### config.mk
export PLATFORM = sky130hd
export DESIGN_NAME = matrix4x4_multiply_unit
export DESIGN_NICKNAME = d
export VERILOG_FILES = /design/src/mm4_pkg.sv /design/src/mm4_store.sv /design/src/mm4_mac.sv /design/src/matrix4x4_multiply_unit.sv
export SDC_FILE = /design/constraint.sdc
export NUM_CORES = 2
export LEC_CHECK = 0
export BUFFER_PORTS_ARGS = -buffer_cell sky130_fd_sc_hd__buf_2
export CAP_MARGIN = 30
export CORE_ASPECT_RATIO = 0.6
export CORE_MARGIN = 4
export CORE_UTILIZATION = 45
export CTS_CLUSTER_DIAMETER = 80
export DETAILED_ROUTE_END_ITERATION = 10
export SKIP_LAST_GASP = 1
export SLEW_MARGIN = 10
export SYNTH_ARGS = -nofsm -noshare
export SYNTH_HDL_FRONTEND = slang
export SYNTH_HIERARCHICAL = 1
export SYNTH_SLANG_ARGS = --single-unit
### constraint.sdc
create_clock -name clk_i -period 10.4 [get_ports clk_i]
set_input_delay 2.08 -clock clk_i [delete_from_list [all_inputs] [get_ports clk_i]]
set_output_delay 2.08 -clock clk_i [all_outputs]
set_load 0.02 [all_outputs]
### src/mm4_pkg.sv
// Shared types and defaults for the 4x4 matrix multiply unit.
// No dependencies; imported by every module of the block.
`default_nettype none

package mm4_pkg;

  // Element index width: sixteen column-major positions
  localparam int unsigned IDX_W = 4;
  // Product-term index within one result
  localparam int unsigned K_W = 2;
  // Sequencer step index width: 16 results times 4 products
  localparam int unsigned STEP_W = IDX_W + K_W;

  localparam int unsigned DATA_WIDTH_DEF = 32;
  localparam int unsigned FRAC_BITS_DEF = 16;

  // Tag that travels with each memory read down the multiply pipeline
  typedef struct packed {
    logic             vld;
    logic [K_W-1:0]   k;
    logic [IDX_W-1:0] idx;
  } mac_tag_t;

  // Sequencer states
  typedef enum logic [1:0] {
    ST_IDLE = 2'b01,
    ST_RUN  = 2'b10
  } seq_state_e;

endpackage

`default_nettype wire

### src/mm4_store.sv
// Element stores for both matrices: one write port, one registered read port each.
// Depends on mm4_pkg.
`default_nettype none

module mm4_store
  import mm4_pkg::*;
#(
  parameter int unsigned DATA_WIDTH = DATA_WIDTH_DEF
) (
  input  wire logic                  clk_i,
  input  wire logic                  wr_en_i,
  input  wire logic [IDX_W-1:0]      wr_addr_i,
  input  wire logic [DATA_WIDTH-1:0] wr_left_i,
  input  wire logic [DATA_WIDTH-1:0] wr_right_i,
  input  wire logic                  rd_en_i,
  input  wire logic [IDX_W-1:0]      rd_left_addr_i,
  input  wire logic [IDX_W-1:0]      rd_right_addr_i,
  output logic      [DATA_WIDTH-1:0] rd_left_o,
  output logic      [DATA_WIDTH-1:0] rd_right_o
);

  localparam int unsigned DEPTH = 1 << IDX_W;

  logic [DATA_WIDTH-1:0] left_mem [DEPTH];
  logic [DATA_WIDTH-1:0] right_mem [DEPTH];
  logic [DATA_WIDTH-1:0] rd_left_q;
  logic [DATA_WIDTH-1:0] rd_right_q;

  // Store loaded elements
  always_ff @(posedge clk_i) begin
    if (wr_en_i) begin
      left_mem[wr_addr_i]  <= wr_left_i;
      right_mem[wr_addr_i] <= wr_right_i;
    end
  end

  // Read one operand pair per cycle while rd_en_i is high; the read data is registered
  always_ff @(posedge clk_i) begin
    if (rd_en_i) begin
      rd_left_q  <= left_mem[rd_left_addr_i];
      rd_right_q <= right_mem[rd_right_addr_i];
    end
  end

  assign rd_left_o  = rd_left_q;
  assign rd_right_o = rd_right_q;

endmodule

`default_nettype wire

### src/mm4_mac.sv
// Multiply-accumulate datapath: product register, four-term accumulator,
// then arithmetic shift and saturation into the result register. Depends on mm4_pkg.
`default_nettype none

module mm4_mac
  import mm4_pkg::*;
#(
  parameter int unsigned DATA_WIDTH = DATA_WIDTH_DEF,
  parameter int unsigned FRAC_BITS  = FRAC_BITS_DEF
) (
  input  wire logic                  clk_i,
  input  wire logic                  rst_ni,
  input  wire mac_tag_t              tag_i,
  input  wire logic [DATA_WIDTH-1:0] left_i,
  input  wire logic [DATA_WIDTH-1:0] right_i,
  output logic                       res_vld_o,
  output logic      [IDX_W-1:0]      res_idx_o,
  output logic      [DATA_WIDTH-1:0] res_val_o,
  output logic                       res_last_o
);

  localparam int unsigned PROD_W = 2 * DATA_WIDTH;
  localparam int unsigned ACC_W  = PROD_W + 2;
  localparam int unsigned HEAD_W = ACC_W - DATA_WIDTH + 1;
  localparam logic [IDX_W-1:0] IDX_LAST = {IDX_W{1'b1}};
  localparam logic [K_W-1:0]   K_FIRST  = '0;
  localparam logic [K_W-1:0]   K_LAST   = {K_W{1'b1}};

  mac_tag_t                  mul_tag_q;
  logic signed [PROD_W-1:0]  prod_q;
  logic signed [PROD_W-1:0]  prod_d;
  logic signed [ACC_W-1:0]   acc_q;
  logic signed [ACC_W-1:0]   acc_d;
  logic signed [ACC_W-1:0]   prod_ext;
  logic                      sum_vld_q;
  logic [IDX_W-1:0]          sum_idx_q;
  logic signed [ACC_W-1:0]   sum_q;
  logic signed [ACC_W-1:0]   shifted;
  logic [HEAD_W-1:0]         head;
  logic [DATA_WIDTH-1:0]     sat_val;
  logic                      res_vld_q;
  logic [IDX_W-1:0]          res_idx_q;
  logic [DATA_WIDTH-1:0]     res_val_q;

  // Exact signed product of the operand pair
  assign prod_d = $signed(left_i) * $signed(right_i);

  always_ff @(posedge clk_i) begin
    prod_q <= prod_d;
  end

  always_ff @(posedge clk_i or negedge rst_ni) begin
    if (!rst_ni) begin
      mul_tag_q <= '0;
    end else begin
      mul_tag_q <= tag_i;
    end
  end

  // Accumulate four products; restart on the first term
  assign prod_ext = {{2{prod_q[PROD_W-1]}}, prod_q};
  assign acc_d    = (mul_tag_q.k == K_FIRST) ? prod_ext : acc_q + prod_ext;

  always_ff @(posedge clk_i) begin
    if (mul_tag_q.vld) begin
      acc_q <= acc_d;
    end
    if (mul_tag_q.vld && mul_tag_q.k == K_LAST) begin
      sum_q     <= acc_d;
      sum_idx_q <= mul_tag_q.idx;
    end
  end

  always_ff @(posedge clk_i or negedge rst_ni) begin
    if (!rst_ni) begin
      sum_vld_q <= 1'b0;
    end else begin
      sum_vld_q <= mul_tag_q.vld && mul_tag_q.k == K_LAST;
    end
  end

  // Drop fraction bits, then clamp to the signed data range
  assign shifted = sum_q >>> FRAC_BITS;
  assign head    = shifted[ACC_W-1:DATA_WIDTH-1];

  always_comb begin
    if (head == '0 || head == '1) begin
      sat_val = shifted[DATA_WIDTH-1:0];
    end else if (shifted[ACC_W-1]) begin
      sat_val = {1'b1, {(DATA_WIDTH-1){1'b0}}};
    end else begin
      sat_val = {1'b0, {(DATA_WIDTH-1){1'b1}}};
    end
  end

  always_ff @(posedge clk_i) begin
    if (sum_vld_q) begin
      res_val_q <= sat_val;
      res_idx_q <= sum_idx_q;
    end
  end

  always_ff @(posedge clk_i or negedge rst_ni) begin
    if (!rst_ni) begin
      res_vld_q <= 1'b0;
    end else begin
      res_vld_q <= sum_vld_q;
    end
  end

  assign res_vld_o  = res_vld_q;
  assign res_idx_o  = res_idx_q;
  assign res_val_o  = res_val_q;
  assign res_last_o = res_idx_q == IDX_LAST;

endmodule

`default_nettype wire

### src/matrix4x4_multiply_unit.sv
// 4x4 matrix multiply unit: load one element pair per request, multiply on last.
// A request without the last mark only stores its pair; a last-marked request starts
// the sequencer, and each product passes the store read register, product register,
// accumulator and result register (one multiplier, one memory read pair per product).
// busy stays high until the final result strobe. Reset clears the sequencer and
// pipeline valids; the element stores hold undefined data until loaded.
// The result receiver cannot stall. Depends on mm4_pkg, mm4_store and mm4_mac.
`default_nettype none

module matrix4x4_multiply_unit
  import mm4_pkg::*;
#(
  parameter int unsigned DATA_WIDTH = DATA_WIDTH_DEF,
  parameter int unsigned FRAC_BITS  = FRAC_BITS_DEF
) (
  input  wire logic                  clk_i,
  input  wire logic                  rst_ni,
  input  wire logic                  start,
  output logic                       busy,
  input  wire logic [IDX_W-1:0]      element_index_i,
  input  wire logic [DATA_WIDTH-1:0] left_value_i,
  input  wire logic [DATA_WIDTH-1:0] right_value_i,
  input  wire logic                  last_element_i,
  output logic                       result_strobe_o,
  output logic      [IDX_W-1:0]      result_index_o,
  output logic      [DATA_WIDTH-1:0] result_value_o,
  output logic                       last_result_o
);

  localparam logic [STEP_W-1:0] STEP_LAST = {STEP_W{1'b1}};

  seq_state_e          state_q, state_d;
  logic [STEP_W-1:0]   step_q, step_d;
  logic                busy_q, busy_d;
  logic                accept;
  logic                reading;
  logic [IDX_W-1:0]    rd_left_addr;
  logic [IDX_W-1:0]    rd_right_addr;
  mac_tag_t            rd_tag_q;
  logic [DATA_WIDTH-1:0] rd_left;
  logic [DATA_WIDTH-1:0] rd_right;
  logic                res_vld;
  logic                res_last;

  assign accept  = start && !busy_q;
  assign reading = state_q == ST_RUN;

  // Step layout: column, row, term; right reads (column, term), left (term, row)
  assign rd_right_addr = {step_q[STEP_W-1:STEP_W-2], step_q[K_W-1:0]};
  assign rd_left_addr  = {step_q[K_W-1:0], step_q[STEP_W-3:STEP_W-4]};

  // Sequence the 64 operand reads after the last-marked request
  always_comb begin
    state_d = state_q;
    step_d  = step_q;
    busy_d  = busy_q;
    case (state_q)
      ST_IDLE: begin
        if (accept && last_element_i) begin
          state_d = ST_RUN;
          step_d  = '0;
          busy_d  = 1'b1;
        end
      end
      ST_RUN: begin
        step_d = step_q + 1'b1;
        if (step_q == STEP_LAST) begin
          state_d = ST_IDLE;
        end
      end
      default: begin
        state_d = ST_IDLE;
      end
    endcase
    // Release on the final result
    if (res_vld && res_last) begin
      busy_d = 1'b0;
    end
  end

  always_ff @(posedge clk_i or negedge rst_ni) begin
    if (!rst_ni) begin
      state_q  <= ST_IDLE;
      step_q   <= '0;
      busy_q   <= 1'b0;
      rd_tag_q <= '0;
    end else begin
      state_q      <= state_d;
      step_q       <= step_d;
      busy_q       <= busy_d;
      rd_tag_q.vld <= reading;
      rd_tag_q.k   <= step_q[K_W-1:0];
      rd_tag_q.idx <= step_q[STEP_W-1:K_W];
    end
  end

  mm4_store #(
    .DATA_WIDTH(DATA_WIDTH)
  ) u_store (
    .clk_i          (clk_i),
    .wr_en_i        (accept),
    .wr_addr_i      (element_index_i),
    .wr_left_i      (left_value_i),
    .wr_right_i     (right_value_i),
    .rd_en_i        (reading),
    .rd_left_addr_i (rd_left_addr),
    .rd_right_addr_i(rd_right_addr),
    .rd_left_o      (rd_left),
    .rd_right_o     (rd_right)
  );

  mm4_mac #(
    .DATA_WIDTH(DATA_WIDTH),
    .FRAC_BITS (FRAC_BITS)
  ) u_mac (
    .clk_i     (clk_i),
    .rst_ni    (rst_ni),
    .tag_i     (rd_tag_q),
    .left_i    (rd_left),
    .right_i   (rd_right),
    .res_vld_o (res_vld),
    .res_idx_o (result_index_o),
    .res_val_o (result_value_o),
    .res_last_o(res_last)
  );

  assign busy            = busy_q;
  assign result_strobe_o = res_vld;
  assign last_result_o   = res_last;

endmodule

`default_nettype wire

# Word level (Yosys, flattened, before mapping)
# Memory sizes are Yosys's and may differ from the RTL's. A register that Yosys moved wholly into a read port is not among the register bits.
# Cells that the tools add are included.
dict set report totals {
  ff_bits 261
  ram_bits 1024
  inputBits 72
  output_inout_bits 39
  memories 2
}
# name words width read_ports rd_ports_with_merged_regs wr line_no
set memory_table {}
lappend memory_table {u_store.left_mem 16 32 1 1 1 mm4_store.sv:24} ;# logic [DATA_WIDTH-1:0] left_mem [DEPTH];
lappend memory_table {u_store.right_mem 16 32 1 1 1 mm4_store.sv:25} ;# logic [DATA_WIDTH-1:0] right_mem [DEPTH];
dict set report op_classes {
  n_addsub 2
  mul 1
  eq_ne 8
  muxes 13
  reduce_logical 14
}
# operator n
set op_table {}
lappend op_table {{$add A66 B64 Y66} 1}
lappend op_table {{$mux W66} 1}
lappend op_table {{$mul A32 B32 Y64} 1}
lappend op_table {{$mux W32} 2}
lappend op_table {{$eq A35 B35 Y1 const B} 1}
lappend op_table {{$logic_not A35 Y1} 1}
lappend op_table {{$pmux W6 S2} 1}
lappend op_table {{$add A6 B1 Y6 const B} 1}
lappend op_table {{$eq A6 B6 Y1 const B} 1}
lappend op_table {{$mux W6} 1}
lappend op_table {{$reduce_and A2 Y1} 3}
lappend op_table {{$reduce_bool A2 Y1} 3}
lappend op_table {{$mux W1} 5}
lappend op_table {{$eq A2 B2 Y1 const B} 2}
lappend op_table {{$eq A4 B4 Y1 const B} 1}
lappend op_table {{$logic_and A1 B1 Y1} 4}
lappend op_table {{$mux W2} 2}
lappend op_table {{$pmux W2 S2} 1}
lappend op_table {{$eq A2 B1 Y1 const B} 1}
lappend op_table {{$logic_not A2 Y1} 1}
lappend op_table {{$ne A2 B1 Y1 const B} 1}
lappend op_table {{$ne A2 B2 Y1 const B} 1}
lappend op_table {{$logic_not A1 Y1} 1}
lappend op_table {{$logic_or A1 B1 Y1} 1}

# Depth between registers and ports, before layout
dict set report depth {
  word_depth 6
  depth_mapped 29
  mapped_depth_nobuf 28
}

# Modules after synthesis
# The synthesis kept the hierarchy.
# module n_inst cells_each area_each_um2 seq_area_each_um2
set by_module_without_submodules {}
lappend by_module_without_submodules {mm4_mac 1 4918 47476.8 6190.9}
lappend by_module_without_submodules {mm4_store 1 1653 40202.3 32671.3}
lappend by_module_without_submodules {matrix4x4_multiply_unit 1 48 605.6 401.6}

# Least setup slack after synthesis
# No wires, ideal clock.
dict set report synth_path {
  kind {flip-flop to flip-flop}
  start {register u_store.rd_left_q[31] (netlist: u_store/rd_left_o[31]), read port of u_store.left_mem}
  end {register u_mac.prod_q[61]}
  arrival_ns 7.767
  required_ns 10.281
  setup_slack_ns 2.514
  stages_incl_launch_ff 27
  period_less_slack_ns 7.886
  cell_sequence {edfxtp_1 clkbuf_1 nand2_1 inv_1 fa_1 inv_1 fa_1 fa_1 inv_1 fa_1 inv_1 fa_1 inv_1 fa_1 fa_1 inv_1 fa_1 inv_1 ha_1 clkbuf_1 nand4_1 or4_1 a21oi_2 o31ai_1 o21a_1 o221a_1 xnor2_1}
}
dict set report synth_between {
  elab_chain_cells 1
}
# element line_no
set synth_lines {}
lappend synth_lines {{start: declaration} mm4_store.sv:26} ;# logic [DATA_WIDTH-1:0] rd_left_q;
lappend synth_lines {{$mul A32 B32 Y64} mm4_mac.sv:46} ;# assign prod_d = $signed(left_i) * $signed(right_i);
lappend synth_lines {{via u_mac.prod_d[61]} mm4_mac.sv:31} ;# logic signed [PROD_W-1:0] prod_d;
lappend synth_lines {{end signal: assignment} mm4_mac.sv:49} ;# prod_q <= prod_d;
lappend synth_lines {{end: declaration} mm4_mac.sv:30} ;# logic signed [PROD_W-1:0] prod_q;
# The timed path passes the listed nets, and every way through them passes these cells.
# A chain may end at the register's enable or synchronous reset.

# Final worst setup path
dict set report layout_path {
  start {register u_store.rd_right_q[5] (netlist: u_store/rd_right_o[5]), read port of u_store.right_mem}
  end {register u_mac.prod_q[56]}
}
dict set report layout_between {
  elab_chain_cells 1
}
# element line_no
set layout_lines {}
lappend layout_lines {{start: declaration} mm4_store.sv:27} ;# logic [DATA_WIDTH-1:0] rd_right_q;
lappend layout_lines {{$mul A32 B32 Y64} mm4_mac.sv:46}
lappend layout_lines {{via u_mac.prod_d[56]} mm4_mac.sv:31}
# The timed path passes the listed nets, and every way through them passes these cells.

==> impl_metrics.py <==
metrics = {
    "worst_hold_path": {
        "hold_class": "reg2reg",
        "hold-path-cell-count": 0,
        "hold_end": "u_mac/mul_tag_q[1]$_DFF_PN0_",
        "hp-start": "rd_tag_q[1]$_DFF_PN0_",
    },
    "finish": {
        "nets": 8085,
        "fillers": 16720,
        "drive_gt1_share_pct": 11.39,
        "ff_latch_area_um2": 39280,
        "fin_area_um2": 96450,
        "area_growth_pct": 9.246,
        "multiInputGateArea_um2": 43950,
        "instances_no_fill": 9388,
    },
    "drt": {
        "wl_per_cell_um": 23.48,
        "vias": 51790,
        "avgViaCountPerCell": 5.516,
        "drc_errors": 0,
        "dr.pass1.iters": 6,
        "first_iter_violations": 4863,
        "postRouteAntennaNets": 0,
        "wirelength_um": 220400,
    },
    "critical_path": {
        "cp_slowest_cell": "edfxtp_1",
        "rr_endpoint": "u_mac/prod_q[56]$_DFF_P_",
        "r2r_cells": 25,
        "start_kind": "flip-flop",
        "critical_path_required_ns": 11.02,
        "ff2ff_setup_slack_ns": 1.35,
        "crit_top_cell": "fa_1",
        "r2r-start": "u_store/rd_right_o[5]$_DFFE_PP_",
        "worstPathArrival_ns": 9.66,
        "worst-setup-path-type": "reg2reg",
        "critical_path.max_fanout": 21,
        "cpPeakStageDelay_ns": 0.96,
        "worstSetupStartpoint": "u_store/rd_right_o[5]$_DFFE_PP_",
        "cp-end-kind": "flip-flop",
    },
    "timing": {
        "drv_slew": 0,
        "skew_ns": 0.07238,
        "fin_crit_sh_pct": 86.99,
        "hold_viol_final": 0,
        "setup_tns_ns": 0,
        "rsz0062_at_grt": "false",
        "tightest_slew_ns": 1.086,
        "worst_slew_margin_rel_pct": 27.61,
        "setup_viol": 0,
        "max_clock_freq_mhz": 110.5,
        "period_minus_slack_ns": 9.047,
    },
    "yosys": {
        "yosysTopAreaCellShare_pct": 42.31,
        "netlist_instances": 6619,
        "yosysTopAreaCell": "edfxtp_1",
        "syn_nets": 8024,
        "yosysMostFrequentCell": "edfxtp_1",
        "synth-edff-count": 1244,
        "synth_cell_types": 84,
        "yosysSeqAreaShare_pct": 44.47,
        "ys.flop_type": "edfxtp_1",
        "yosysWarningCount": 6,
        "synth.area.top_cells": "edfxtp_1, fa_1, mux4_2, inv_1, and2_1",
        "syn-cell-area_um2": 88280,
        "ys_ff_latch": 1333,
        "synth_common_cells": "edfxtp_1, fa_1, inv_1",
        "avgSynthCellArea_um2": 13.34,
        "async_reset_ff_share_pct": 1.875,
    },
    "power_and_ir_drop": {
        "p_seq_share_pct": 23.2,
        "power_mw": 28.03,
        "pwr_density_cell_nw_per_um2": 290.7,
        "p_sw_share_pct": 44.68,
        "ir_worst_vdd_uv": 599.4,
        "p_leak_nw": 38.18,
        "pwr-share-comb_pct": 60.4,
        "p_switching_mw": 12.53,
        "clockPowerShare_pct": 16.3,
        "p_int_mw": 15.51,
    },
    "placement": {
        "place_hpwl_um": 153400,
        "globalplace.congestion": 0.8981,
        "dp_cells": 9155,
        "placed_area_um2": 92240,
        "io_buffers": 110,
    },
    "cts": {
        "cts.sinks": 1333,
        "cts_root_buffer": "clkbuf_16",
        "h-tree-depth": 3,
        "postCtsHoldBufs": 0,
        "cts_buffers": 121,
        "cts_tree": "yes",
        "clk_pin_slew_ns": 0.07,
        "cts_setup_buffers": 0,
        "clk_latency_ns": 0.78,
        "cts-resized-gates": 0,
        "clockBufferDepth": 3,
    },
    "die": {
        "core_um2": 194200,
        "fp-row-count": 125,
        "start_util_pct": 45.45,
        "dieArea_um2": 203600,
        "die_h_um": 351.1,
        "pin_count": 111,
        "dieWidth_um": 579.8,
    },
    "global_routing": {
        "grt_max_degree": 104,
        "antenna_found_initial": 14,
        "grt_pass1_wl_um": 342100,
        "grt_overflow_total": 0,
        "track_usage_pct": 22.12,
        "grt_pass1_vias": 54110,
    },
    "run_status": {
        "status": "finished clean",
    },
    "run": {
        "drv_cap": 0,
    },
}
placed cells by master (no fill, tap or decap), types with 8 or more instances in the layout:
cell type	instances
edfxtp_1	1244
a31oi_1	8
bufinv_16	10
o21ai_1	12
a21oi_1	174
nor3_1	24
o21a_1	16
and3_1	25
buf_2	110
a21o_1	106
xor2_1	46
nand2b_1	32
a22oi_1	131
dfxtp_1	64
and2_1	529
o21ai_0	70
xnor2_1	73
nand3_1	32
clkbuf_8	8
nor2b_1	12
fa_1	1083
buf_4	143
clkbuf_1	20
clkinv_2	20
o21bai_1	30
nand4_1	22
mux4_2	256
ha_1	250
o211ai_1	13
clkbuf_16	123
inv_1	1040
clkinv_1	21
nand2_1	657
nor2_4	15
a211o_1	8
dfrtp_1	18
o31ai_1	12
a211oi_1	13
nor2_1	130
per-stage QoR:
stage,hold WS [ns],setup slack [ns],util (%)
5_1_grt,0.3569,0.8945,49.65
6_report,0.3487,1.353,49.65
4_1_cts,0.3503,1.465,49.58
2_1_floorplan,0.3312,2.514,-
3_5_place_dp,0.3347,1.561,47.48
3_3_place_gp,0.3354,1.546,47.41
critical path, delay by kind of cell (launching register included):
family,cells,cell delay [ns]
buffers and inverters,8,1.13
and+or+nand+nor,4,0.99
DFF,1,0.96
adders and majority gates,9,4.51
AOI/OAI and AO/OA,4,1.29
area by class of cell:
cell class	instances	area share, %
Multi-Input combinational cell	3914	45.57
Clock inverter	72	0.8419
Inverter	1042	4.061
Sequential cell	1333	40.73
Antenna cell	5	0.01297
Tap cell	2603	3.377
Timing Repair Buffer	268	2.026
Clock buffer	151	3.383
power groups by stage:
| stage | combinational [mW] | sequential [mW] | clock, mW |
|---|---|---|---|
| 4_1_cts | 16.7 | 6.52 | 4.69 |
| 6_report | 16.9 | 6.52 | 4.57 |
| 2_1_floorplan | 12.2 | 6.54 | 0 |
| 5_1_grt | 18.9 | 6.54 | 4.91 |
| 3_5_place_dp | 16.6 | 6.63 | 0 |
| 3_3_place_gp | 16.5 | 6.64 | 0 |
cells by family (layout without fill, tap and decap cells):
| family | after synthesis | count (layout) | synth area share, % |
|---|---|---|---|
| and+or+nand+nor | 1535 | 1535 | 8.588 |
| buffers and inverters | 1372 | 1533 | 5.945 |
| adders and majority gates | 1333 | 1333 | 28.10 |
| DFF | 1333 | 1333 | 44.47 |
| AOI/OAI and AO/OA | 666 | 666 | 5.122 |
| muxes | 261 | 261 | 6.589 |
| xor gates and xnor gates | 119 | 119 | 1.181 |
| other | 0 | 5 | 0 |
state kept, by name (all words and copies together), names as in the netlist, 32 cells and up:
name                count
u_mac/sum_q            50
u_store/rd_right_o     32
u_store/left_mem      512
u_mac/prod_q           64
u_store/rd_left_o      32
u_mac/res_val_o        32
u_store/right_mem     512
u_mac/acc_q            66
per-layer routing:
layer / track usage [%] / up-vias / routed length [µm]
met1: 35.24 / 27530 / 105600
li1: - / 22270 / -
met4: 3.561 / 4 / 3431
met3: 4.139 / 208 / 17650
met2: 32.03 / 1770 / 93650
met5: 0 / - / 27
worst max-delay path by stage:
stage                                          end  slack, ns  cells after the start
after detailed placement  u_mac/prod_q[62]$_DFF_P_       1.56                     24
after floorplan           u_mac/prod_q[61]$_DFF_P_       2.51                     26
after global routing      u_mac/prod_q[56]$_DFF_P_       0.89                     25
after global placement    u_mac/prod_q[60]$_DFF_P_       1.55                     21
after CTS                 u_mac/prod_q[62]$_DFF_P_       1.46                     24
final                     u_mac/prod_q[56]$_DFF_P_       1.35                     25
Power figures use the tool's default switching activity.
